## src/sv/ssort_pkg.sv

```systemverilog
// shared constants and controller-to-datapath command types for the selection sorter
`default_nettype none

package ssort_pkg;

   localparam int unsigned DEPTH_DEFAULT = 8;
   localparam int unsigned DATA_W        = 32;

   // source of the word written into the element store
   typedef enum logic [1:0] {
      WR_INPUT,
      WR_BEST,
      WR_HELD
   } wr_src_type;

   typedef struct packed {
      logic       wr_en;
      wr_src_type wr_src;
      logic       rd_en;
      logic       rd_first;
      logic       load_out;
      logic       out_final;
   } dp_cmd_type;

endpackage

`default_nettype wire

```

## src/sv/ssort_ctrl.sv

```systemverilog
// sorter controller: load, scan, swap and emit sequencing
`default_nettype none

module ssort_ctrl import ssort_pkg::*; #(
   parameter int unsigned DEPTH = DEPTH_DEFAULT,
   localparam int unsigned IDX_W = $clog2(DEPTH)
) (
   input  wire logic         clock,
   input  wire logic         reset,
   input  wire logic         req_valid,
   input  wire logic         req_last,
   output logic              req_ready,
   output logic              rsp_valid,
   input  wire logic         rsp_ready,
   output dp_cmd_type        cmd,
   output logic [IDX_W-1:0]  rd_addr,
   output logic [IDX_W-1:0]  wr_addr
);

   typedef enum logic [2:0] {
      ST_LOAD,
      ST_SCAN,
      ST_DRAIN,
      ST_SWAP_LO,
      ST_SWAP_HI,
      ST_EMIT
   } state_type;

   state_type        state_ff;
   logic [IDX_W-1:0] cnt_ff;
   logic [IDX_W-1:0] last_ff;
   logic [IDX_W-1:0] pos_ff;
   logic [IDX_W-1:0] scan_ff;
   logic             rsp_valid_ff;

   logic             emit_go;
   logic             set_end;

   assign emit_go = !rsp_valid_ff || rsp_ready;
   assign set_end = req_last || (cnt_ff == IDX_W'(DEPTH - 1));

   always_comb begin
      cmd     = '0;
      rd_addr = scan_ff;
      wr_addr = pos_ff;
      unique case (state_ff)
         ST_LOAD: begin
            cmd.wr_en  = req_valid;
            cmd.wr_src = WR_INPUT;
            wr_addr    = cnt_ff;
         end
         ST_SCAN: begin
            cmd.rd_en    = 1'b1;
            cmd.rd_first = (scan_ff == pos_ff);
         end
         ST_DRAIN: begin
            cmd.rd_en = 1'b0;
         end
         ST_SWAP_LO: begin
            cmd.wr_en  = 1'b1;
            cmd.wr_src = WR_BEST;
         end
         ST_SWAP_HI: begin
            cmd.wr_en  = 1'b1;
            cmd.wr_src = WR_HELD;
         end
         ST_EMIT: begin
            cmd.load_out  = emit_go;
            cmd.out_final = (pos_ff == last_ff);
         end
         default: begin
            cmd = '0;
         end
      endcase
   end

   always_ff @(posedge clock) begin
      if (reset) begin
         state_ff     <= ST_LOAD;
         cnt_ff       <= '0;
         rsp_valid_ff <= 1'b0;
      end else begin
         // a new beat enters the output register, or the held one leaves
         if (state_ff == ST_EMIT && emit_go) begin
            rsp_valid_ff <= 1'b1;
         end else if (rsp_ready) begin
            rsp_valid_ff <= 1'b0;
         end
         unique case (state_ff)
            ST_LOAD: begin
               if (req_valid) begin
                  if (set_end) begin
                     last_ff  <= cnt_ff;
                     pos_ff   <= '0;
                     scan_ff  <= '0;
                     cnt_ff   <= '0;
                     state_ff <= ST_SCAN;
                  end else begin
                     cnt_ff <= cnt_ff + IDX_W'(1);
                  end
               end
            end
            ST_SCAN: begin
               if (scan_ff == last_ff) begin
                  state_ff <= ST_DRAIN;
               end else begin
                  scan_ff <= scan_ff + IDX_W'(1);
               end
            end
            ST_DRAIN: begin
               // last read beat settles into the running minimum
               state_ff <= ST_SWAP_LO;
            end
            ST_SWAP_LO: begin
               state_ff <= ST_SWAP_HI;
            end
            ST_SWAP_HI: begin
               state_ff <= ST_EMIT;
            end
            ST_EMIT: begin
               if (emit_go) begin
                  if (pos_ff == last_ff) begin
                     state_ff <= ST_LOAD;
                  end else begin
                     pos_ff   <= pos_ff + IDX_W'(1);
                     scan_ff  <= pos_ff + IDX_W'(1);
                     state_ff <= ST_SCAN;
                  end
               end
            end
            default: begin
               state_ff <= ST_LOAD;
            end
         endcase
      end
   end

   assign req_ready = (state_ff == ST_LOAD);
   assign rsp_valid = rsp_valid_ff;

endmodule

`default_nettype wire

```

## config.mk

```make
export PLATFORM = sky130hd
export DESIGN_NAME = ssort_ctrl
export DESIGN_NICKNAME = d
export VERILOG_FILES = /design/src/sv/ssort_pkg.sv /design/src/sv/ssort_ctrl.sv
export SDC_FILE = /design/constraint.sdc
export NUM_CORES = 1
export LEC_CHECK = 0
export ABC_AREA = 1
export BUFFER_PORTS_ARGS = -buffer_cell sky130_fd_sc_hd__buf_2
export CELL_PAD_IN_SITES_DETAIL_PLACEMENT = 1
export CELL_PAD_IN_SITES_GLOBAL_PLACEMENT = 2
export CORE_MARGIN = 4
export CORE_UTILIZATION = 32
export CTS_BUF_LIST = sky130_fd_sc_hd__clkbuf_16
export CTS_CLUSTER_DIAMETER = 50
export DETAILED_ROUTE_END_ITERATION = 10
export GPL_TIMING_DRIVEN = 0
export HOLD_SLACK_MARGIN = 0.06
export MAX_ROUTING_LAYER = met4
export PLACE_DENSITY = 0.8
export SLEW_MARGIN = 40
export SYNTH_ARGS = -nofsm -noshare
export SYNTH_HDL_FRONTEND = slang
export SYNTH_SLANG_ARGS = --single-unit
```

## constraint.sdc

```tcl
create_clock -name clock -period 2.9 [get_ports clock]
set_clock_uncertainty 0.05 [all_clocks]
set_input_delay 0.58 -clock clock [delete_from_list [all_inputs] [get_ports clock]]
set_output_delay 0.58 -clock clock [all_outputs]
set_load 0.01 [all_outputs]
```

* Word level (Yosys, flattened, before mapping)
Cells that the tools add are included.
W data, S select, Z words.
** Word-level totals
- Register bits after elaboration :: 16
** Cells by class
- $add $sub $neg :: 3
- Equal/unequal tests :: 15
- Multiplexer cells :: 21
- Bitwise operators :: 1
- Reduce and logical (&&, ||, !) cells :: 13
** Operators by type and width (number)
- $mux W3 :: 11
- $pmux W3 S3 :: 2
- $pmux W3 S6 :: 1
- $ne A2 B2 Y1 const B :: 5
- $add A3 B1 Y3 const B :: 3
- $eq A3 B3 Y1 :: 3
- $eq A3 B3 Y1 const B :: 3
- $reduce_and A4 Y1 :: 2
- $reduce_and A7 Y1 :: 1
- $eq A3 B2 Y1 const B :: 2
- $pmux W3 S2 :: 1
- $reduce_and A6 Y1 :: 1
- $mux W1 :: 5
- $reduce_bool A2 Y1 :: 2
- $eq A3 B1 Y1 const B :: 1
- $logic_not A3 Y1 :: 1
- $reduce_bool A3 Y1 :: 1
- $logic_or A1 B1 Y1 :: 2
- $mux W2 :: 1
- $ne A2 B1 Y1 const B :: 1
- $reduce_and A2 Y1 :: 1
- $logic_and A1 B1 Y1 :: 1
- $logic_not A1 Y1 :: 1
- $not A1 Y1 :: 1

* Depth between registers and ports, before layout
Gate-level depths: netlist (run 1).
- Word-level depth :: 5
- Depth in mapped cells :: 10

* Worst setup path before layout (run 1)
No wires, ideal clock.
- Path type :: register to output
- From :: reg state_ff[0]
- To :: out cmd[2] in the netlist's numbering
- Data arrival time :: 1.158 ns
- Slack :: 1.112 ns
- Stages on the path, launching flop included :: 5
- Buffers on the path :: 0
- Cell sequence :: dfxtp_1 -> inv_1 -> nor2_1 -> nand2_1 -> nor4_1
** RTL lines
- from (decl) :: line ssort_ctrl.sv:29 : state_type state_ff;
- from (signal assigned) :: line ssort_ctrl.sv:79 : state_ff <= ST_LOAD;
- from (signal assigned) :: line ssort_ctrl.sv:97 : state_ff <= ST_SCAN;
- from (signal assigned) :: line ssort_ctrl.sv:105 : state_ff <= ST_DRAIN;
- to (decl) :: line ssort_ctrl.sv:15 : output dp_cmd_type cmd,

==> impl_metrics.py, run 1 <==
metrics = {
    "synthesis": {
        "synthTopCellsByArea": "edfxtp_1 28%, nand2_1 15%, dfxtp_1 15%",
        "postSynthCellCount": 122,
        "seq_area_frac_synth_pct": 43.1,
        "synth_common_cells": "38 x nand2_1, 17 x inv_1, 13 x nor2_1",
        "synth_edf_count": 9,
        "ys_seq_elements": 16,
        "synthArstFlopShare_pct": 0,
        "synth_area_leader_cell": "edfxtp_1",
        "synthesis.area_um2": 952,
        "synth_warnings": 0,
        "ys_types": 24,
        "avgSynthCellArea_um2": 7.80,
        "yosysTopAreaCellShare_pct": 28.4,
        "synth_most_common_cell": "nand2_1",
        "synthFlopType": "edfxtp_1",
        "synth_nets": 131,
    },
    "detailed_routing": {
        "via_per_inst": 4.93,
        "vias": 868,
        "wl_met3_um": 92,
        "drtAntennaViolNets": 0,
        "drt-wirelength-per-cell_um": 14.3,
        "dr_wl_met2_um": 1210,
        "wirelength_um": 2520,
        "routed.top_layer": "met4",
        "drt_iter0_drc": 32,
        "met1_length_um": 1180,
        "drt_pre_antenna_iters": 4,
        "drc": 0,
    },
    "worst_setup_path": {
        "worstReg2RegEnd": "pos_ff[1]",
        "critPathLaunchType": "flop",
        "required_ns": 2.27,
        "rr_worst_depth": 10,
        "cp_num_cells": 5,
        "crit_family": "simple AND/OR/NAND/NOR gates",
        "critPathKind": "flop to output port",
        "arrival_ns": 1.57,
        "max_stage_delay_ns": 0.42,
        "cp-startpoint": "state_ff[0]",
        "r2r-start": "cnt_ff[0]",
        "crit_path_end": "cmd[2]",
        "critPathBufInv": 2,
        "end_kind": "output port",
        "crit_path_cell_trace": "inv_1 > nor2_1 > nand2_1 > nor4_1 > buf_2",
        "r2r_setup_slack_ns": 0.95,
        "critPathSlowestCell": "dfxtp_1",
        "cp_max_fo": 4,
    },
    "sta": {
        "rsz0062_at_grt": "false",
        "tightestPinTransition_ns": 0.448,
        "slew_headroom_pct": 69.9,
        "max_freq_mhz": 456,
        "period_share_pct": 75.7,
        "fin_crit_ns": 2.20,
        "setup_viol_count_final": 0,
        "hold_viol_final": 0,
        "setup_ws_ns": 0.705,
        "finalSetupTns_ns": 0,
        "slew_violations": 0,
    },
    "finish": {
        "num-nets-final": 155,
        "final_cell_area_mm2": 0.00116,
        "area_delta_synth_final_pct": 22.3,
        "nFillCells": 358,
        "n_antenna_cell": 0,
        "post-route-util_pct": 41.5,
        "drive_gt1_share_pct": 21.4,
    },
    "power": {
        "switching_share_pct": 27.7,
        "combPwrFrac_pct": 18.7,
        "clockPowerShare_pct": 40.3,
        "cellPowerDensity_mw_per_mm2": 576,
        "p_int_mw": 0.485,
        "p_sw_mw": 0.186,
        "peakVddDrop_mv": 0.243,
        "power_leakage_nw": 0.581,
        "p_seq_share_pct": 41.0,
        "total_power_mw": 0.671,
    },
    "clock_network": {
        "cts_buffer_depth": 2,
        "numCtsBuffers": 3,
        "cts_resized": 0,
        "cts_max_level": 1,
        "holdBufCountCts": 0,
        "cts_setup_buffers": 0,
        "worstSkewPairLatency_ns": 0.25,
        "clk_pin_slew_worst_paths_ns": 0.05,
        "cts_root_buffer": "clkbuf_16",
        "cts_tree": "built",
        "clock_sinks": 16,
    },
    "die": {
        "die_area_mm2": 0.00391,
        "rows": 19,
        "die_h_um": 62.6,
        "io_pins": 20,
        "die_x_um": 62.6,
        "initial_core_util_pct": 33.9,
        "coreArea_mm2": 0.00281,
    },
    "status": {
        "status": "complete, no violations",
    },
    "place": {
        "gp_congestion": 0.796,
        "post_dp_cell_area_mm2": 0.00109,
        "pre_cts_ws_ns": 0.919,
        "port-buffer-count": 19,
        "dpl.hpwl_um": 1980,
    },
    "grt": {
        "grt-ovfl-total": 0,
        "grt_max_degree": 11,
        "track_usage_pct": 14.6,
        "first_global_vias": 960,
        "antenna_found_initial": 0,
        "grt_pass1_wl_um": 4440,
    },
    "hold_path": {
        "hold_class": "flop to flop",
    },
    "job": {
        "drv_cap": 0,
    },
}
## final cells by class
cell class	count	area (µm²)	area share [%]
well taps	31	38.8	3.33
clock buffers	3	75.1	6.44
repair buffers	19	95.1	8.16
clock inverters	1	3.75	0.322
multi-input cells	88	474	40.7
inverters	18	67.6	5.80
flip-flops and latches	16	410	35.2
## placed cells by master, fill, tap and decap left out
master	count
nand4_1	2
nand3_1	2
ha_1	4
a21oi_1	6
nand2_1	38
dfxtp_1	7
buf_2	19
nor4_1	1
nor2_4	1
o22ai_1	1
o21ai_0	4
or2_2	1
inv_1	18
xnor2_1	3
o21a_1	1
inv_2	1
nor2_2	1
clkbuf_16	3
edfxtp_1	9
nor3_4	1
nor3_1	2
xor2_1	3
a21oi_2	2
a31o_2	1
nor2_1	13
nand2_4	1
## worst min path at each step
stage | start | endpoint | slack (ns) | cells past startpoint
final | cnt_ff[2] | last_ff[2] | 0.45 | 0
after global routing | cnt_ff[2] | last_ff[2] | 0.47 | 0
after CTS | cnt_ff[2] | last_ff[2] | 0.45 | 0
after detailed placement | cnt_ff[1] | last_ff[1] | 0.44 | 0
after global placement | cnt_ff[1] | last_ff[1] | 0.44 | 0
after floorplan | cnt_ff[1] | last_ff[1] | 0.41 | 0
## power by group through the flow
stage | Sequential (mW) | Combinational [mW] | Clock, mW
final | 0.275 | 0.125 | 0.271
after global routing | 0.278 | 0.143 | 0.287
after CTS | 0.276 | 0.128 | 0.279
after global placement | 0.279 | 0.121 | 0
after detailed placement | 0.280 | 0.126 | 0
after floorplan | 0.276 | 0.0840 | 0
## metrics by stage
stage	hold slack, ns	std cells
2_1_floorplan	0.407	122
3_3_place_gp	0.436	172
3_5_place_dp	0.438	172
4_1_cts	0.451	176
5_1_grt	0.467	176
6_report	0.445	176
## registers in the layout, indices dropped and copies added, names as in the netlist
register	count
state_ff	3
rd_addr	3
cnt_ff	3
pos_ff	3
rsp_valid	1
last_ff	3
## logic make-up (layout without fill, tap and decap cells)
logic type               after synthesis  in the layout  synth area share [%]
flip-flops                            16             16                  43.1
adder cells (fa/ha/maj)                4              4                  5.26
AO/OA/AOI/OAI                         15             15                  9.46
XOR/XNOR                               6              6                  5.52
AND/OR/NAND/NOR                       63             63                  29.6
buffers and inverters                 18             41                  7.10
## per-layer routing
metal	up-vias	global-route usage (%)
li1	441	-
met1	404	17.8
met2	18	23.7
met3	5	2.88
met4	0	6.06
met5	-	-
Note: power is estimated with default switching activity, not from simulation.
==> inputs of run 2 (changes only) <==
--- a/config.mk
+++ b/config.mk
@@ -10,14 +10,14 @@
 export CELL_PAD_IN_SITES_DETAIL_PLACEMENT = 1
 export CELL_PAD_IN_SITES_GLOBAL_PLACEMENT = 2
 export CORE_MARGIN = 4
-export CORE_UTILIZATION = 32
+export CORE_UTILIZATION = 27
 export CTS_BUF_LIST = sky130_fd_sc_hd__clkbuf_16
 export CTS_CLUSTER_DIAMETER = 50
 export DETAILED_ROUTE_END_ITERATION = 10
 export GPL_TIMING_DRIVEN = 0
 export HOLD_SLACK_MARGIN = 0.06
 export MAX_ROUTING_LAYER = met4
-export PLACE_DENSITY = 0.8
+export PLACE_DENSITY = 0.72
 export SLEW_MARGIN = 40
 export SYNTH_ARGS = -nofsm -noshare
 export SYNTH_HDL_FRONTEND = slang
==> constraint.sdc (replaced) <==
create_clock -name clock -period 1.91 [get_ports clock]
set_clock_uncertainty 0.05 [all_clocks]
set_input_delay 0.382 -clock clock [delete_from_list [all_inputs] [get_ports clock]]
set_output_delay 0.382 -clock clock [all_outputs]
set_load 0.01 [all_outputs]
==> run 2 against run 1 <==
  * Critical path depth is the same
  * Total power grew 56%
  * Setup slack lost 0.60 ns
  * Non-clock buffer count grew 2
  * Via count grew 1.3%
  * Global-route usage shrank 1.2 points
  * Sequential cell count is the same
  * Hold slack lost 0.079 ns
  * Sequential share of layout area shrank 1.8 points
  * Die area grew 16%
  * Cell area grew 7.6%
  * Critical path type unchanged
  * Critical endpoint unchanged
  * Highest routed layer unchanged
==> impl_metrics.py, run 2 (same netlist as run 1, synthesis figures left out) <==
metrics = {
    "hold_path": {
        "min-delay-start": "reset",
        "min_path_cells": 2,
        "hold_class": "input pin to flop",
    },
    "power": {
        "cellPowerDensity_mw_per_mm2": 837,
        "peakVddDrop_mv": 0.294,
        "power_leakage_nw": 0.591,
        "total_power_mw": 1.05,
    },
    "grt": {
        "grt.met1_usage_pct": 17.0,
        "grt_util_met2_pct": 21.3,
        "antenna_found_initial": 0,
        "use_met3_pct": 2.00,
        "first_global_vias": 974,
        "grt_max_degree": 10,
        "track_usage_pct": 13.4,
        "grt_pass1_wl_um": 4420,
        "grt-ovfl-total": 0,
        "grt.busiest_layer": "met2",
    },
    "finish": {
        "drive_gt1_share_pct": 32.7,
        "final_common_cell": "nand2_1",
        "num-nets-final": 157,
        "fin_cells": 193,
        "area_delta_synth_final_pct": 31.7,
        "n_antenna_cell": 0,
        "final_cell_mix": "35 x nand2_1, 19 x buf_2, 15 x inv_1, 10 x nor2_1, 9 x edfxtp_1",
        "nFillCells": 432,
    },
    "clock_network": {
        "clk_pin_slew_worst_paths_ns": 0.05,
        "cts_buffer_depth": 2,
        "cts_max_level": 1,
        "cts_tree": "built",
        "holdBufCountCts": 0,
        "cts_root_buffer": "clkbuf_16",
        "clock_sinks": 16,
        "worstSkewPairLatency_ns": 0.24,
        "numCtsBuffers": 3,
    },
    "detailed_routing": {
        "via_per_inst": 4.55,
        "drt-wirelength-per-cell_um": 12.9,
        "vias": 879,
        "wirelength_um": 2480,
        "drt_pre_antenna_iters": 4,
        "drc": 0,
        "drt_iter0_drc": 9,
        "drtAntennaViolNets": 0,
    },
    "sta": {
        "hold_viol_final": 0,
        "slew_headroom_pct": 69.1,
        "finalSetupTns_ns": 0,
        "period_share_pct": 94.6,
        "slew_violations": 0,
        "fin_crit_ns": 1.81,
        "tightestPinTransition_ns": 0.459,
        "setup_viol_count_final": 0,
        "max_freq_mhz": 554,
    },
    "die": {
        "coreArea_mm2": 0.00336,
        "initial_core_util_pct": 28.3,
        "die_x_um": 67.4,
        "io_pins": 20,
        "die_h_um": 67.4,
        "rows": 21,
        "die_area_mm2": 0.00454,
    },
    "worst_setup_path": {
        "arrival_ns": 1.37,
        "cp-startpoint": "state_ff[0]",
        "end_kind": "output port",
        "r2r-start": "cnt_ff[0]",
        "rr_worst_depth": 10,
        "critPathKind": "flop to output port",
        "required_ns": 1.48,
        "critPathLaunchType": "flop",
        "cp_max_fo": 4,
    },
    "status": {
        "status": "complete, no violations",
    },
    "job": {
        "drv_cap": 0,
    },
    "place": {
        "dp_cells": 187,
        "dpl.hpwl_um": 2070,
        "port-buffer-count": 19,
        "gp_congestion": 0.688,
    },
}
run 2: worst max-delay path, cell delays in order, from the launching register on:
cell and delay (ns):
dfxtp_2 0.39, inv_2 0.08, nor2_2 0.12, nand2_2 0.11, nor4_2 0.26, buf_2 0.17
run 2: where the power goes:
part / internal, mW / total, mW / leakage [nW] / switching, mW
clock network: 0.278 / 0.410 / 0.0385 / 0.132
registers: 0.390 / 0.420 / 0.144 / 0.0302
logic: 0.0863 / 0.220 / 0.408 / 0.134
total: 0.754 / 1.05 / 0.591 / 0.296
run 2: metal layers:
| metal | part of all wire (%) | wire (µm) |
|---|---|---|
| met1 | 46 | 1150 |
| met2 | 48 | 1200 |
| met3 | 3.5 | 87 |
| met4 | 1.6 | 40 |
| met5 | 0 | 0 |
run 2: timing repair:
item / in CTS / in global routing
endpoints found under the hold margin: 0 / 0
resized for setup: 4 / 16
pin swaps: 1 / 1
setup endpoints to repair: 8 / 11
buffers inserted: 2 / 0
run 2: worst paths after layout:
kind,endpoint,slack [ns]
setup / recovery,cmd[2],0.10
hold / removal,state_ff[2],0.37
setup reg to reg,pos_ff[0],0.17
hold reg to reg,last_ff[1],0.41
run 2: per-stage QoR:
| step | utilization [%] | setup WS, ns | instance area (µm²) | hold WS, ns |
|---|---|---|---|---|
| after floorplan | - | 0.194 | 952 | 0.401 |
| after global placement | 32.8 | -0.0273 | 1100 | 0.440 |
| after detailed placement | 32.8 | -0.0802 | 1100 | 0.451 |
| after CTS | 35.9 | 0.00631 | 1210 | 0.381 |
| after global routing | 37.3 | -0.00587 | 1250 | 0.402 |
| final | 37.3 | 0.104 | 1250 | 0.367 |
run 2: area by class of cell:
class	instances	area [µm²]	share of cell area [%]
multi-input cells	88	517	41.2
flip-flops and latches	16	419	33.4
repair buffers	21	114	9.08
clock buffers	3	75.1	5.99
inverters	18	67.6	5.39
well taps	46	57.6	4.59
clock inverters	1	3.75	0.299
