==> config.mk <==
export PLATFORM = sky130hd
export DESIGN_NAME = ssort_dpath
export DESIGN_NICKNAME = d
export VERILOG_FILES = /design/src/sv/ssort_pkg.sv /design/src/sv/ssort_dpath.sv
export SDC_FILE = /design/constraint.sdc
export NUM_CORES = 1
export LEC_CHECK = 0
export BUFFER_PORTS_ARGS = -buffer_cell sky130_fd_sc_hd__buf_2
export CORE_MARGIN = 3
export CORE_UTILIZATION = 61
export DETAILED_ROUTE_END_ITERATION = 10
export GPL_ROUTABILITY_DRIVEN = 0
export GPL_TIMING_DRIVEN = 1
export PLACE_DENSITY = 0.79
export SYNTH_ARGS = -nofsm -noshare
export SYNTH_HDL_FRONTEND = slang
export SYNTH_SLANG_ARGS = --single-unit
export TNS_END_PERCENT = 100
==> constraint.sdc <==
create_clock -name clock -period 7.4 [get_ports clock]
set_clock_uncertainty 0.05 [all_clocks]
set_input_delay 1.85 -clock clock [delete_from_list [all_inputs] [get_ports clock]]
set_output_delay 1.85 -clock clock [all_outputs]
set_load 0.01 [all_outputs]
==> src/sv/ssort_pkg.sv <==
// shared constants and controller-to-datapath command types for the selection sorter
`default_nettype none

package ssort_pkg;

   localparam int unsigned DEPTH_DEFAULT = 8;
   localparam int unsigned DATA_W        = 32;

   // source of the word written into the element store
   typedef enum logic [1:0] {
      WR_INPUT,
      WR_BEST,
      WR_HELD
   } wr_src_type;

   typedef struct packed {
      logic       wr_en;
      wr_src_type wr_src;
      logic       rd_en;
      logic       rd_first;
      logic       load_out;
      logic       out_final;
   } dp_cmd_type;

endpackage

`default_nettype wire

==> src/sv/ssort_dpath.sv <==
// sorter datapath: element store, running minimum and output register
`default_nettype none

module ssort_dpath import ssort_pkg::*; #(
   parameter int unsigned DEPTH = DEPTH_DEFAULT,
   localparam int unsigned IDX_W = $clog2(DEPTH)
) (
   input  wire logic                     clock,
   input  wire logic                     reset,
   input  wire dp_cmd_type               cmd,
   input  wire logic [IDX_W-1:0]         rd_addr,
   input  wire logic [IDX_W-1:0]         wr_addr,
   input  wire logic signed [DATA_W-1:0] in_value,
   output logic signed [DATA_W-1:0]      out_value,
   output logic                          out_final
);

   logic signed [DATA_W-1:0] store_mem [DEPTH];

   logic signed [DATA_W-1:0] rd_data_ff;
   logic [IDX_W-1:0]         rd_addr_ff;
   logic                     rd_valid_ff;
   logic                     rd_first_ff;

   logic signed [DATA_W-1:0] best_val_ff;
   logic [IDX_W-1:0]         best_idx_ff;
   logic signed [DATA_W-1:0] held_val_ff;

   logic signed [DATA_W-1:0] out_value_ff;
   logic                     out_final_ff;

   logic [IDX_W-1:0]         wr_idx_in;
   logic signed [DATA_W-1:0] wr_data_in;

   always_comb begin
      wr_idx_in  = wr_addr;
      wr_data_in = in_value;
      unique case (cmd.wr_src)
         WR_INPUT: begin
            wr_data_in = in_value;
         end
         WR_BEST: begin
            wr_data_in = best_val_ff;
         end
         WR_HELD: begin
            // old occupant of the position goes where the minimum was found
            wr_idx_in  = best_idx_ff;
            wr_data_in = held_val_ff;
         end
         default: begin
            wr_data_in = in_value;
         end
      endcase
   end

   always_ff @(posedge clock) begin
      if (cmd.wr_en) begin
         store_mem[wr_idx_in] <= wr_data_in;
      end
      if (cmd.rd_en) begin
         rd_data_ff <= store_mem[rd_addr];
      end
      rd_addr_ff  <= rd_addr;
      rd_first_ff <= cmd.rd_first;
   end

   always_ff @(posedge clock) begin
      if (reset) begin
         rd_valid_ff <= 1'b0;
      end else begin
         rd_valid_ff <= cmd.rd_en;
      end
   end

   // running minimum over the beats read back in one pass
   always_ff @(posedge clock) begin
      if (rd_valid_ff) begin
         if (rd_first_ff) begin
            best_val_ff <= rd_data_ff;
            best_idx_ff <= rd_addr_ff;
            held_val_ff <= rd_data_ff;
         end else if (rd_data_ff < best_val_ff) begin
            best_val_ff <= rd_data_ff;
            best_idx_ff <= rd_addr_ff;
         end
      end
   end

   always_ff @(posedge clock) begin
      if (cmd.load_out) begin
         out_value_ff <= best_val_ff;
         out_final_ff <= cmd.out_final;
      end
   end

   assign out_value = out_value_ff;
   assign out_final = out_final_ff;

endmodule

`default_nettype wire

Yosys cells after proc, flatten, opt, wreduce, memory -nomap -nowiden. Memory sizes are Yosys's and may differ from the RTL's. A register that Yosys moved wholly into a read port is not among the register bits. Index checks and enable logic that the tools add are counted.

Bits in registers: 105. Bits in writable memories: 256. Output and inout port bits: 33. Memories kept: 1.

$lt $le $gt $ge: 1. Equal/unequal tests: 2. Muxes and demuxes: 8. Reductions and logical operators: 3.

Memories: store_mem (depth 8, width 32, read ports 1, clocked after Yosys merged registers in 1, wr ports 1, line ssort_dpath.sv:18) `logic signed [DATA_W-1:0] store_mem [DEPTH];`.

Operators with widths (number): 32-bit 2-to-1 mux (2); 32-bit one-hot mux with 2 select lines (1); 32-bit < comparator (1); 3-bit 2-to-1 mux (3); 2-bit AND reduction (2); 2-bit by 1-bit == test with 1-bit output (second input constant) (1); 2-bit == test (second input constant) (1); 1-bit 2-to-1 mux (2); 2-bit nonzero test (1).

Longest topological paths before layout. Gate-level depths: netlist (run 1).

Depth after elaboration: 3. Gate-level depth with buffers: 7. Gate-level depth less buffers: 7.

Worst setup path before layout (run 1). Ideal clock, no wire load.

Path type: flip-flop to flip-flop. Start point: register rd_data_ff[30] (read register of store_mem). End point: register best_idx_ff[0] (enable). Library setup time: 516 ps. Arrival: 4861 ps. Required time: 6834 ps. Path slack: 1973 ps. Stages on the path, launching flop included: 7. Clock period less this slack: 5427 ps. Path through: edfxtp_1 ha_1 a21oi_1 nand2_1 a221o_1 o21bai_1 nor4bb_1.

Longest elaborated chain between the ends: 3.

RTL lines: from (decl) (line ssort_dpath.sv:20) `logic signed [DATA_W-1:0] rd_data_ff;`; 32-bit < comparator (line ssort_dpath.sv:82) `end else if (rd_data_ff < best_val_ff) begin`; 2-bit nonzero test (no source line); 2-bit AND reduction (no source line); to (signal assigned) (line ssort_dpath.sv:80) `best_idx_ff <= rd_addr_ff;`; to (signal assigned) (line ssort_dpath.sv:84) `best_idx_ff <= rd_addr_ff;`; to (decl) (line ssort_dpath.sv:26) `logic [IDX_W-1:0] best_idx_ff;`.

No other way between the ends. A chain may end at the register's enable or synchronous reset.

Final worst setup path (run 1).
Start point: input cmd[4] (netlist bit). End point: memory store_mem[4][13] (enable).

Longest elaborated chain between the ends: 2.

RTL lines: from (decl) (line ssort_dpath.sv:10) `input wire dp_cmd_type cmd,`; 2-bit == test (line ssort_dpath.sv:38) `unique case (cmd.wr_src)`; 3-bit 2-to-1 mux (line ssort_dpath.sv:38); to (decl) (line ssort_dpath.sv:18).

No other way between the ends.

==> metrics.txt, run 1 <==
# TYPE chip_impl_metric gauge
chip_impl_metric{name="finalWorstPathRequiredPeriod",unit="ps"} 3920
chip_impl_info{name="dominantRegCellSynth",value="sky130_fd_sc_hd__edfxtp_1"} 1
chip_impl_metric{name="final_core_utilization",unit=""} 0.710
chip_impl_metric{name="synthAdderAreaFrac",unit=""} 0.0268
chip_impl_metric{name="drt-pass1-iter-count",unit=""} 5
chip_impl_metric{name="cts.reportedPaths.clkPinSlew",unit="ps"} 60
chip_impl_metric{name="cts.hold.buffers_added",unit=""} 0
chip_impl_metric{name="finalCritPeriodShare",unit=""} 0.530
chip_impl_metric{name="worstMarginPinSlew",unit="ps"} 1080
chip_impl_metric{name="hold_ws",unit="ps"} 352
chip_impl_metric{name="synth-seq-area-share",unit=""} 0.763
chip_impl_metric{name="net_count_of_the_finished_layout",unit=""} 947
chip_impl_metric{name="detailedPlace.worstSlack",unit="ps"} 2940
chip_impl_metric{name="post-route-drc-count",unit=""} 0
chip_impl_metric{name="via_count_normalized_by_instance_count",unit=""} 6.31
chip_impl_metric{name="initial_core_util",unit=""} 0.628
chip_impl_metric{name="syn_area_per_cell",unit="µm²"} 20.2
chip_impl_metric{name="hpwlAfterDp",unit="µm"} 17500
chip_impl_metric{name="grt_max_degree",unit=""} 66
chip_impl_metric{name="synthArstFlopShare",unit=""} 0
chip_impl_metric{name="synth.net_count",unit=""} 842
chip_impl_metric{name="synthesis.yosys.warnings",unit=""} 0
chip_impl_metric{name="pin_count",unit=""} 80
chip_impl_metric{name="post-route-worst-setup-slack",unit="ps"} 3480
chip_impl_metric{name="rrSetupSlack",unit="ps"} 3590
chip_impl_metric{name="global_route_wire_length_before_repair",unit="µm"} 48600
chip_impl_metric{name="clock_tree.buffer_depth",unit=""} 3
chip_impl_metric{name="syn-cell-area",unit="µm²"} 15400
chip_impl_info{name="dominant_combinational_cell_family_by_area_after_synthesis",value="multiplexers"} 1
chip_impl_metric{name="timing_hold_violations_final",unit=""} 0
chip_impl_metric{name="numClockSinks",unit=""} 393
chip_impl_metric{name="achievable-frequency",unit="MHz"} 255
chip_impl_metric{name="route.antenna.remaining_nets",unit=""} 0
chip_impl_metric{name="min_path_cells",unit=""} 0
chip_impl_metric{name="drive_above_1_share",unit=""} 0.255
chip_impl_metric{name="cp_data_arrival_time",unit="ps"} 4020
chip_impl_metric{name="power_leakage",unit="µW"} 0.00612
chip_impl_metric{name="placement.io_buffers",unit=""} 79
chip_impl_metric{name="synth_edf_count",unit=""} 388
chip_impl_metric{name="cp_num_cells",unit=""} 8
chip_impl_info{name="holdCritPathClass",value="reg2reg"} 1
chip_impl_metric{name="global_route.usage.total",unit=""} 0.245
chip_impl_metric{name="cts_h_tree_lvls",unit=""} 2
chip_impl_metric{name="bufs_and_invs_on_worst_path",unit=""} 4
chip_impl_metric{name="post_cts.resized_instances",unit=""} 0
chip_impl_metric{name="number_of_violations_of_the_max_capacitance_limit",unit=""} 0
chip_impl_metric{name="first_global_vias",unit=""} 8125
chip_impl_metric{name="core_area",unit="µm²"} 24500
chip_impl_metric{name="synth_compound_gate_area_share",unit=""} 0.0383
chip_impl_metric{name="post_drt_wl_per_cell",unit="µm"} 26.2
chip_impl_metric{name="row_count",unit=""} 57
chip_impl_metric{name="worst_skew_pair.late_latency",unit="ps"} 520
chip_impl_info{name="cell_by_cell_listing_of_the_critical_path",value="buf_2 > inv_1 > ha_2 > buf_4 > mux2_2 > or2_2 > nor2_2 > buf_4"} 1
chip_impl_info{name="worst_setup_end_kind",value="flop"} 1
chip_impl_metric{name="critPathMaxFanout",unit=""} 41
chip_impl_info{name="start_kind",value="primary input"} 1
chip_impl_metric{name="1st_iter_drt_viols",unit=""} 897
chip_impl_info{name="rsz_0062_raised_after_global_routing",value="no"} 1
chip_impl_metric{name="netlist-cell-type-count",unit=""} 43
chip_impl_metric{name="number_of_cts_inserted_buffers",unit=""} 40
chip_impl_metric{name="chipHeight",unit="µm"} 165
chip_impl_metric{name="synth-xor-area-share",unit=""} 0
chip_impl_metric{name="area_of_the_die",unit="µm²"} 27200
chip_impl_metric{name="postRouteWirelength",unit="µm"} 32000
chip_impl_metric{name="route.vias.total",unit=""} 7707
chip_impl_metric{name="antenna_found_initial",unit=""} 0
chip_impl_metric{name="insertedDiodeCount",unit=""} 0
chip_impl_metric{name="path_depth_of_the_worst_reg2reg_path",unit=""} 8
chip_impl_metric{name="timing.setup.tns",unit="ps"} 0
chip_impl_info{name="worst_path_most_repeated_cell",value="sky130_fd_sc_hd__buf_4"} 1
chip_impl_metric{name="syn2layout_area_growth",unit="%"} 13.1
chip_impl_metric{name="synth_instances",unit=""} 762
chip_impl_metric{name="vdd_drop_max",unit="mV"} 0.177
chip_impl_metric{name="worstPathRequired",unit="ps"} 7500
chip_impl_info{name="worst_path_max_delay_cell",value="sky130_fd_sc_hd__buf_4"} 1
chip_impl_info{name="critical-path-top-delay-family",value="buffers and inverters"} 1
chip_impl_info{name="clock_tree.root_cell",value="sky130_fd_sc_hd__clkbuf_16"} 1
chip_impl_metric{name="cts.repair_timing.setup_buffer_count",unit=""} 0
chip_impl_info{name="critPathKind",value="in2reg"} 1
chip_impl_metric{name="max-slew-margin-rel",unit=""} 0.281
chip_impl_metric{name="post_layout_nonfiller_instances",unit=""} 1221
chip_impl_metric{name="die_w",unit="µm"} 165
chip_impl_metric{name="basic_gate_share_of_the_synthesized_area_counting_and_or_nand_and_nor_cells",unit=""} 0.0220
chip_impl_metric{name="power_density",unit="nW/µm²"} 278
chip_impl_metric{name="setup_viol_count_final",unit=""} 0
chip_impl_metric{name="synth_mux_area_frac",unit=""} 0.128
chip_impl_info{name="status",value="finished clean"} 1
chip_impl_metric{name="final_max_slew_viol_count",unit=""} 0
chip_impl_metric{name="critical_path.max_stage_delay",unit="ps"} 480
chip_impl_metric{name="synth_seq_cells",unit=""} 393
chip_impl_metric{name="place.detailed.instances",unit=""} 1149
chip_impl_metric{name="globalRoute.totalOverflow",unit=""} 0
chip_impl_info{name="cts_tree",value="yes"} 1
## per-stage QoR
stage	cell area, µm²	total power, µW
4_1_cts	17400	4860
2_1_floorplan	15400	2850
5_1_grt	17400	4990
6_report	17400	4840
3_5_place_dp	16200	2970
3_3_place_gp	16200	2950
## routing by layer
metal | routed length (µm) | part of all wire | vias up | GRT usage
met5 | 0 | 0 | - | 0
met4 | 754 | 0.024 | 0 | 0.0766
met3 | 2210 | 0.069 | 62 | 0.0426
met2 | 16400 | 0.51 | 332 | 0.412
met1 | 12600 | 0.39 | 4003 | 0.333
li1 | - | - | 3310 | -
## cells by family after synthesis
kind of cell               count (synthesis)
DFF                                      393
muxes                                     97
adders and majority gates                 33
buffers and inverters                     69
and+or+nand+nor                           75
AOI/OAI and AO/OA                         95
## Yosys cell counts, types with 15 or more instances
cell type	instances	area share
sky130_fd_sc_hd__mux2_4	16	0.016
sky130_fd_sc_hd__edfxtp_1	388	0.76
sky130_fd_sc_hd__mux4_1	28	0.048
sky130_fd_sc_hd__mux4_2	36	0.053
sky130_fd_sc_hd__inv_1	36	0.0088
sky130_fd_sc_hd__a21oi_1	15	0.0049
sky130_fd_sc_hd__o21ai_0	38	0.012
sky130_fd_sc_hd__clkbuf_1	15	0.0037
sky130_fd_sc_hd__ha_1	33	0.027
sky130_fd_sc_hd__nand2_1	45	0.011
sky130_fd_sc_hd__a22oi_1	32	0.016
sky130_fd_sc_hd__mux2_2	17	0.012
## power by group
group / switching, µW / internal (µW) / total, µW
sequential: 37.4 / 2580 / 2610
combinational: 199 / 117 / 316
clock: 781 / 1130 / 1910
total: 1020 / 3820 / 4840
## path summary, 6_finish.rpt
path	start	endpoint
setup / recovery	cmd[4]	store_mem[4][13]
hold / removal	rd_addr_ff[0]	best_idx_ff[0]
setup reg to reg	best_val_ff[31]	best_val_ff[8]
hold reg to reg	rd_addr_ff[0]	best_idx_ff[0]
## area by class of cell
class / count / area (µm²)
sequential: 393 / 11800
fill: 1474 / 7120
multi-input combinational: 300 / 3360
clock buffer: 52 / 1080
timing repair buffer: 96 / 526
tap: 324 / 405
clock inverter: 20 / 161
inverter: 36 / 135
## state kept, by name (all words and copies together) (netlist names)
signal / flops
rd_addr_ff: 3
out_final: 1
rd_valid_ff: 1
best_idx_ff: 3
rd_first_ff: 1
best_val_ff: 32
held_val_ff: 32
rd_data_ff: 32
out_value: 32
store_mem: 256
## placed cells by master, fill, tap and decap left out, types with 10 or more instances in the layout
| master | n |
|---|---|
| sky130_fd_sc_hd__a22oi_1 | 32 |
| sky130_fd_sc_hd__mux4_2 | 36 |
| sky130_fd_sc_hd__edfxtp_1 | 388 |
| sky130_fd_sc_hd__ha_1 | 32 |
| sky130_fd_sc_hd__o21ai_0 | 38 |
| sky130_fd_sc_hd__mux2_4 | 16 |
| sky130_fd_sc_hd__nand2_1 | 45 |
| sky130_fd_sc_hd__clkbuf_16 | 41 |
| sky130_fd_sc_hd__buf_2 | 78 |
| sky130_fd_sc_hd__a21oi_1 | 15 |
| sky130_fd_sc_hd__clkinv_1 | 11 |
| sky130_fd_sc_hd__inv_1 | 36 |
| sky130_fd_sc_hd__buf_4 | 18 |
| sky130_fd_sc_hd__mux4_1 | 28 |
| sky130_fd_sc_hd__mux2_2 | 17 |
| sky130_fd_sc_hd__clkbuf_1 | 10 |
No activity file was read; power rests on OpenSTA's default activity.
==> inputs of run 2 (changes only) <==
==> constraint.sdc (replaced) <==
create_clock -name clock -period 4 [get_ports clock]
set_clock_uncertainty 0.05 [all_clocks]
set_input_delay 1 -clock clock [delete_from_list [all_inputs] [get_ports clock]]
set_output_delay 1 -clock clock [all_outputs]
set_load 0.01 [all_outputs]
==> run 2 against run 1 <==
Effect of this change: combinational power up 92%; total power up 87%; count of clock-buffer cells in the layout down 2; wire length up 2.6%; die area unchanged; critical endpoint is now best_val_ff[21]; largest cell class unchanged.
==> metrics.txt, run 2 (synthesis gave the netlist of run 1 again) <==
# TYPE chip_impl_metric gauge
chip_impl_info{name="status",value="finished clean"} 1
chip_impl_metric{name="number_of_cts_inserted_buffers",unit=""} 39
chip_impl_metric{name="n_fill_cell",unit=""} 1437
chip_impl_metric{name="cts.repair_timing.setup_buffer_count",unit=""} 0
chip_impl_metric{name="vdd_drop_max",unit="mV"} 0.414
chip_impl_metric{name="cp_data_arrival_time",unit="ps"} 3230
chip_impl_metric{name="post-route-drc-count",unit=""} 0
chip_impl_info{name="holdCritPathClass",value="reg2reg"} 1
chip_impl_metric{name="initial_core_util",unit=""} 0.628
chip_impl_metric{name="1st_iter_drt_viols",unit=""} 808
chip_impl_info{name="critical-path-top-delay-family",value="compound AO/OA/AOI/OAI gates"} 1
chip_impl_metric{name="setup_viol_count_final",unit=""} 0
chip_impl_metric{name="finalCritPeriodShare",unit=""} 0.761
chip_impl_metric{name="net_count_of_the_finished_layout",unit=""} 958
chip_impl_metric{name="postRouteWirelength",unit="µm"} 32800
chip_impl_info{name="worst_path_most_repeated_cell",value="sky130_fd_sc_hd__buf_4"} 1
chip_impl_metric{name="critical_path.max_stage_delay",unit="ps"} 450
chip_impl_metric{name="detailedPlace.worstSlack",unit="ps"} 617
chip_impl_metric{name="timing_hold_violations_final",unit=""} 0
chip_impl_metric{name="finalWorstPathRequiredPeriod",unit="ps"} 3050
chip_impl_info{name="mostFrequentLayoutCell",value="sky130_fd_sc_hd__edfxtp_1"} 1
chip_impl_metric{name="final_max_slew_viol_count",unit=""} 0
chip_impl_info{name="start_kind",value="flop"} 1
chip_impl_metric{name="antenna_found_initial",unit=""} 0
chip_impl_info{name="cts_tree",value="yes"} 1
chip_impl_metric{name="grt_max_degree",unit=""} 45
chip_impl_metric{name="worst_skew_pair.late_latency",unit="ps"} 520
chip_impl_info{name="rsz_0062_raised_after_global_routing",value="no"} 1
chip_impl_info{name="worst_setup_end_kind",value="flop"} 1
chip_impl_metric{name="global_route_wire_length_before_repair",unit="µm"} 49300
chip_impl_metric{name="clock_tree.buffer_depth",unit=""} 3
chip_impl_metric{name="timing.setup.tns",unit="ps"} 0
chip_impl_metric{name="pin_count",unit=""} 80
chip_impl_metric{name="power_leakage",unit="µW"} 0.00621
chip_impl_metric{name="post_drt_wl_per_cell",unit="µm"} 26.7
chip_impl_metric{name="achievable-frequency",unit="MHz"} 328
chip_impl_info{name="regToRegStartpoint",value="best_val_ff[15]"} 1
chip_impl_metric{name="die_w",unit="µm"} 165
chip_impl_metric{name="route.vias.total",unit=""} 7903
chip_impl_metric{name="cts.hold.buffers_added",unit=""} 0
chip_impl_metric{name="bufs_and_invs_on_worst_path",unit=""} 3
chip_impl_metric{name="power_density",unit="nW/µm²"} 514
chip_impl_metric{name="hpwlAfterDp",unit="µm"} 19800
chip_impl_metric{name="post-route-worst-setup-slack",unit="ps"} 955
chip_impl_metric{name="syn2layout_area_growth",unit="%"} 14.2
chip_impl_metric{name="globalRoute.totalOverflow",unit=""} 0
chip_impl_metric{name="post_cts.resized_instances",unit=""} 0
chip_impl_metric{name="route.antenna.remaining_nets",unit=""} 0
chip_impl_metric{name="largest_register_ff_count",unit=""} 256
chip_impl_metric{name="cts_h_tree_lvls",unit=""} 2
chip_impl_info{name="layout.cells.most_common_list",value="388 x sky130_fd_sc_hd__edfxtp_1, 78 x sky130_fd_sc_hd__buf_2, 45 x sky130_fd_sc_hd__nand2_1"} 1
chip_impl_metric{name="numClockSinks",unit=""} 393
chip_impl_metric{name="drive_above_1_share",unit=""} 0.269
chip_impl_info{name="crit_start",value="best_val_ff[15]"} 1
chip_impl_info{name="min-delay-start",value="rd_addr_ff[2]"} 1
chip_impl_metric{name="core_area",unit="µm²"} 24500
chip_impl_info{name="critPathKind",value="reg2reg"} 1
chip_impl_info{name="clock_tree.root_cell",value="sky130_fd_sc_hd__clkbuf_16"} 1
chip_impl_metric{name="critPathMaxFanout",unit=""} 18
chip_impl_info{name="worst_path_max_delay_cell",value="sky130_fd_sc_hd__nor3_1"} 1
chip_impl_metric{name="number_of_violations_of_the_max_capacitance_limit",unit=""} 0
chip_impl_metric{name="cts.reportedPaths.clkPinSlew",unit="ps"} 60
chip_impl_metric{name="placement.io_buffers",unit=""} 79
chip_impl_metric{name="drt-pass1-iter-count",unit=""} 5
chip_impl_metric{name="area_of_the_die",unit="µm²"} 27200
chip_impl_metric{name="max-slew-margin-rel",unit=""} 0.283
chip_impl_metric{name="via_count_normalized_by_instance_count",unit=""} 6.43
chip_impl_metric{name="worstPathRequired",unit="ps"} 4180
chip_impl_info{name="max_flop_register",value="store_mem"} 1
chip_impl_metric{name="hold_ws",unit="ps"} 365
chip_impl_info{name="cell_by_cell_listing_of_the_critical_path",value="inv_1 > ha_1 > nand4_1 > nor3_1 > o311ai_0 > a311oi_1 > buf_4 > nor4bb_4 > buf_4"} 1
chip_impl_metric{name="global_route.usage.total",unit=""} 0.249
chip_impl_metric{name="insertedDiodeCount",unit=""} 0
chip_impl_metric{name="first_global_vias",unit=""} 8266
chip_impl_metric{name="row_count",unit=""} 57
chip_impl_metric{name="worstMarginPinSlew",unit="ps"} 1060
chip_impl_metric{name="chipHeight",unit="µm"} 165
-- run 2: cell types whose count changed in the layout (fill, tap and decap cells not counted), sizes merged --
cell / change
bufinv: +1
clkinv: -3
clkbuf: -2
clkinvlp: +1
buf: +12
-- run 2: final timing paths --
check | endpoint | slack, ps | cells past startpoint
worst min-delay path | best_idx_ff[2] | 360 | 0
worst max-delay path | best_val_ff[21] | 950 | 9
worst min register to register | best_idx_ff[2] | 360 | 0
worst max register to register | best_val_ff[21] | 950 | 9
-- run 2: layer usage --
layer,global-route usage,vias up,wire [µm]
met1,0.341,4110,12900
met4,0.0987,0,1210
li1,-,3331,-
met5,0,-,0
met2,0.405,384,16300
met3,0.0436,78,2390
-- run 2: cell type report --
cell class / count / area [µm²] / share of cell area
Inverter: 36 / 135 / 0.00769
Tap cell: 324 / 405 / 0.0231
Timing Repair Buffer: 108 / 678 / 0.0386
Clock buffer: 50 / 1060 / 0.0603
Sequential cell: 393 / 11800 / 0.668
Multi-Input combinational cell: 300 / 3360 / 0.191
Clock inverter: 19 / 190 / 0.0108
-- run 2: worst reg2reg max path, delay by kind of cell (launching register included) --
kind	cells	cell delay [ps]
AOI/OAI and AO/OA	2	700
adders and majority gates	1	340
buffers and inverters	3	560
DFF	1	430
and+or+nand+nor	3	670
-- run 2: report_power, final --
group / leakage [µW] / switching (µW) / internal (µW) / total [µW]
Sequential: 0.00365 / 70.6 / 4770 / 4840
Clock: 0.000613 / 1470 / 2130 / 3590
Combinational: 0.00195 / 378 / 230 / 608
-- run 2: metrics by stage --
step            util  cell area (µm²)  power [µW]  cells
2_1_floorplan      -            15400        5260    762
3_3_place_gp   0.666            16300        5490   1161
3_5_place_dp   0.666            16300        5520   1161
4_1_cts        0.717            17600        9080   1230
5_1_grt        0.717            17600        9300   1230
6_report       0.717            17600        9040   1230
==> inputs of run 3 (changes only) <==
==> constraint.sdc (replaced) <==
create_clock -name clock -period 3.2 [get_ports clock]
set_clock_uncertainty 0.05 [all_clocks]
set_input_delay 0.8 -clock clock [delete_from_list [all_inputs] [get_ports clock]]
set_output_delay 0.8 -clock clock [all_outputs]
set_load 0.01 [all_outputs]
==> run 3 against run 2 <==
Effect of this change: die area unchanged; count of clock-buffer cells in the layout decreased by 3; register-to-register slack lost 700 ps; critical path depth down 2; non-clock buffer count rose by 18; hold slack lost 28 ps; via count down 0.62%; final cell count grew 1.5%; sequential cell count unchanged; worst setup slack got worse by 700 ps.
==> metrics.txt, run 3 (synthesis gave the netlist of run 1 again) <==
# TYPE chip_impl_metric gauge
chip_impl_metric{name="numClockSinks",unit=""} 393
chip_impl_metric{name="vdd_drop_max",unit="mV"} 0.402
chip_impl_metric{name="max-slew-margin-rel",unit=""} 0.280
chip_impl_metric{name="power_leakage",unit="µW"} 0.00630
chip_impl_metric{name="worstMarginPinSlew",unit="ps"} 1070
chip_impl_metric{name="finished_layout_cell_area",unit="µm²"} 17700
chip_impl_metric{name="final_max_slew_viol_count",unit=""} 0
chip_impl_metric{name="min_path_cells",unit=""} 1
chip_impl_info{name="mostFrequentLayoutCell",value="sky130_fd_sc_hd__edfxtp_1"} 1
chip_impl_metric{name="global_route.usage.total",unit=""} 0.251
chip_impl_info{name="worst_setup_end_kind",value="flop"} 1
chip_impl_info{name="clock_tree.root_cell",value="sky130_fd_sc_hd__clkbuf_16"} 1
chip_impl_metric{name="comb_power_share",unit=""} 0.073
chip_impl_metric{name="grt_max_degree",unit=""} 66
chip_impl_metric{name="placement.io_buffers",unit=""} 79
chip_impl_metric{name="number_of_violations_of_the_max_capacitance_limit",unit=""} 0
chip_impl_metric{name="largest_register_ff_count",unit=""} 256
chip_impl_metric{name="critPathMaxFanout",unit=""} 21
chip_impl_metric{name="number_of_cts_inserted_buffers",unit=""} 39
chip_impl_info{name="critPathKind",value="reg2reg"} 1
chip_impl_metric{name="area_of_the_die",unit="µm²"} 27200
chip_impl_metric{name="worst_skew_pair.late_latency",unit="ps"} 520
chip_impl_metric{name="insertedDiodeCount",unit=""} 0
chip_impl_metric{name="worstPathRequired",unit="ps"} 3380
chip_impl_metric{name="placed_area",unit="µm²"} 16500
chip_impl_metric{name="power_density",unit="nW/µm²"} 633
chip_impl_metric{name="post-layout-total-power",unit="µW"} 11200
chip_impl_metric{name="post_layout_nonfiller_instances",unit=""} 1249
chip_impl_metric{name="power.sequential.fraction",unit=""} 0.539
chip_impl_metric{name="post_drt_wl_per_cell",unit="µm"} 26.5
chip_impl_metric{name="cts_h_tree_lvls",unit=""} 2
chip_impl_metric{name="internal_power",unit="µW"} 8850
chip_impl_metric{name="route.vias.total",unit=""} 7854
chip_impl_info{name="max_flop_register",value="store_mem"} 1
chip_impl_metric{name="initial_core_util",unit=""} 0.628
chip_impl_metric{name="via_count_normalized_by_instance_count",unit=""} 6.29
chip_impl_metric{name="net_count_of_the_finished_layout",unit=""} 976
chip_impl_metric{name="sw_frac_of_total",unit=""} 0.210
chip_impl_metric{name="row_count",unit=""} 57
chip_impl_metric{name="achievable-frequency",unit="MHz"} 340
chip_impl_info{name="holdCritPathClass",value="in2reg"} 1
chip_impl_metric{name="timing_hold_violations_final",unit=""} 0
chip_impl_metric{name="hpwlAfterDp",unit="µm"} 19400
chip_impl_metric{name="n_fill_cell",unit=""} 1416
chip_impl_info{name="start_kind",value="flop"} 1
chip_impl_metric{name="globalRoute.totalOverflow",unit=""} 0
chip_impl_metric{name="chipHeight",unit="µm"} 165
chip_impl_metric{name="post-route-drc-count",unit=""} 0
chip_impl_info{name="rsz_0062_raised_after_global_routing",value="no"} 1
chip_impl_metric{name="clock_tree.buffer_depth",unit=""} 3
chip_impl_metric{name="postRouteWirelength",unit="µm"} 33100
chip_impl_metric{name="finalCritPeriodShare",unit=""} 0.919
chip_impl_info{name="cts_tree",value="yes"} 1
chip_impl_metric{name="path_depth_of_the_worst_reg2reg_path",unit=""} 7
chip_impl_metric{name="p_sw",unit="µW"} 2360
chip_impl_metric{name="cp_data_arrival_time",unit="ps"} 3120
chip_impl_metric{name="drive_above_1_share",unit=""} 0.282
chip_impl_metric{name="cts.repair_timing.setup_buffer_count",unit=""} 0
chip_impl_metric{name="cts.hold.buffers_added",unit=""} 0
chip_impl_metric{name="post_cts.resized_instances",unit=""} 0
chip_impl_metric{name="cts.reportedPaths.clkPinSlew",unit="ps"} 60
chip_impl_metric{name="core_area",unit="µm²"} 24500
chip_impl_metric{name="finalWorstPathRequiredPeriod",unit="ps"} 2940
chip_impl_metric{name="setup_viol_count_final",unit=""} 0
chip_impl_metric{name="drt-pass1-iter-count",unit=""} 5
chip_impl_metric{name="pin_count",unit=""} 80
chip_impl_metric{name="syn2layout_area_growth",unit="%"} 14.9
chip_impl_info{name="status",value="finished clean"} 1
chip_impl_info{name="layout.cells.most_common_list",value="388 x sky130_fd_sc_hd__edfxtp_1, 78 x sky130_fd_sc_hd__buf_2, 45 x sky130_fd_sc_hd__nand2_1"} 1
chip_impl_metric{name="die_w",unit="µm"} 165
chip_impl_metric{name="route.antenna.remaining_nets",unit=""} 0
chip_impl_metric{name="1st_iter_drt_viols",unit=""} 861
chip_impl_metric{name="global_route_wire_length_before_repair",unit="µm"} 49500
chip_impl_metric{name="clock_share_of_power",unit=""} 0.388
chip_impl_metric{name="place.detailed.instances",unit=""} 1179
chip_impl_metric{name="first_global_vias",unit=""} 8202
chip_impl_metric{name="antenna_found_initial",unit=""} 0
run 3: cell types whose count changed in the layout (fill, tap and decap cells not counted), sizes merged:
| cell | change |
|---|---|
| bufinv | -1 |
| clkinvlp | -1 |
| clkinv | +6 |
| clkbuf | -3 |
| buf | +18 |
run 3: worst paths after layout:
check,startpoint,end,slack (ps)
max,rd_data_ff[31],best_val_ff[4],260
max reg2reg,rd_data_ff[31],best_val_ff[4],260
min,cmd[2],rd_first_ff,340
min reg2reg,rd_addr_ff[2],best_idx_ff[2],360
run 3: cell type report:
| cell class | count | area (µm²) | share of cell area |
|---|---|---|---|
| clock inverter | 23 | 176 | 0.00997 |
| clock buffer | 47 | 1050 | 0.0592 |
| tap | 324 | 405 | 0.0229 |
| timing repair buffer | 126 | 826 | 0.0467 |
| inverter | 36 | 135 | 0.00763 |
| multi-input combinational | 300 | 3360 | 0.190 |
| sequential | 393 | 11800 | 0.664 |
run 3: worst max-delay path, cell delays in order, from the launching register on:
cell and delay, ps:
sky130_fd_sc_hd__edfxtp_1 420, sky130_fd_sc_hd__ha_1 430, sky130_fd_sc_hd__nand4_2 230, sky130_fd_sc_hd__nor4_2 430, sky130_fd_sc_hd__nand2_1 140, sky130_fd_sc_hd__a311oi_1 550, sky130_fd_sc_hd__nor4bb_4 110, sky130_fd_sc_hd__buf_4 270
run 3: stage by stage:
stage	utilization	setup TNS (ps)	setup slack (ps)	hold slack (ps)
3_5_place_dp	0.672	0	388	339
4_1_cts	0.721	0	277	324
3_3_place_gp	0.672	0	416	337
2_1_floorplan	-	-61100	-430	336
5_1_grt	0.721	0	185	333
6_report	0.721	0	259	337
run 3: power groups by stage:
| stage | clock network [µW] | logic [µW] | registers (µW) |
|---|---|---|---|
| floorplan | 0 | 456 | 6120 |
| global placement | 0 | 764 | 6130 |
| detailed placement | 0 | 796 | 6140 |
| CTS | 4400 | 816 | 6040 |
| global route | 4620 | 880 | 6050 |
| finish | 4350 | 813 | 6040 |
run 3: metal layers:
layer	vias up	GRT usage	wire length (µm)
met3	62	0.0456	2560
li1	3370	-	-
met4	0	0.0728	774
met1	4033	0.344	12800
met5	-	0	0
met2	389	0.420	17000
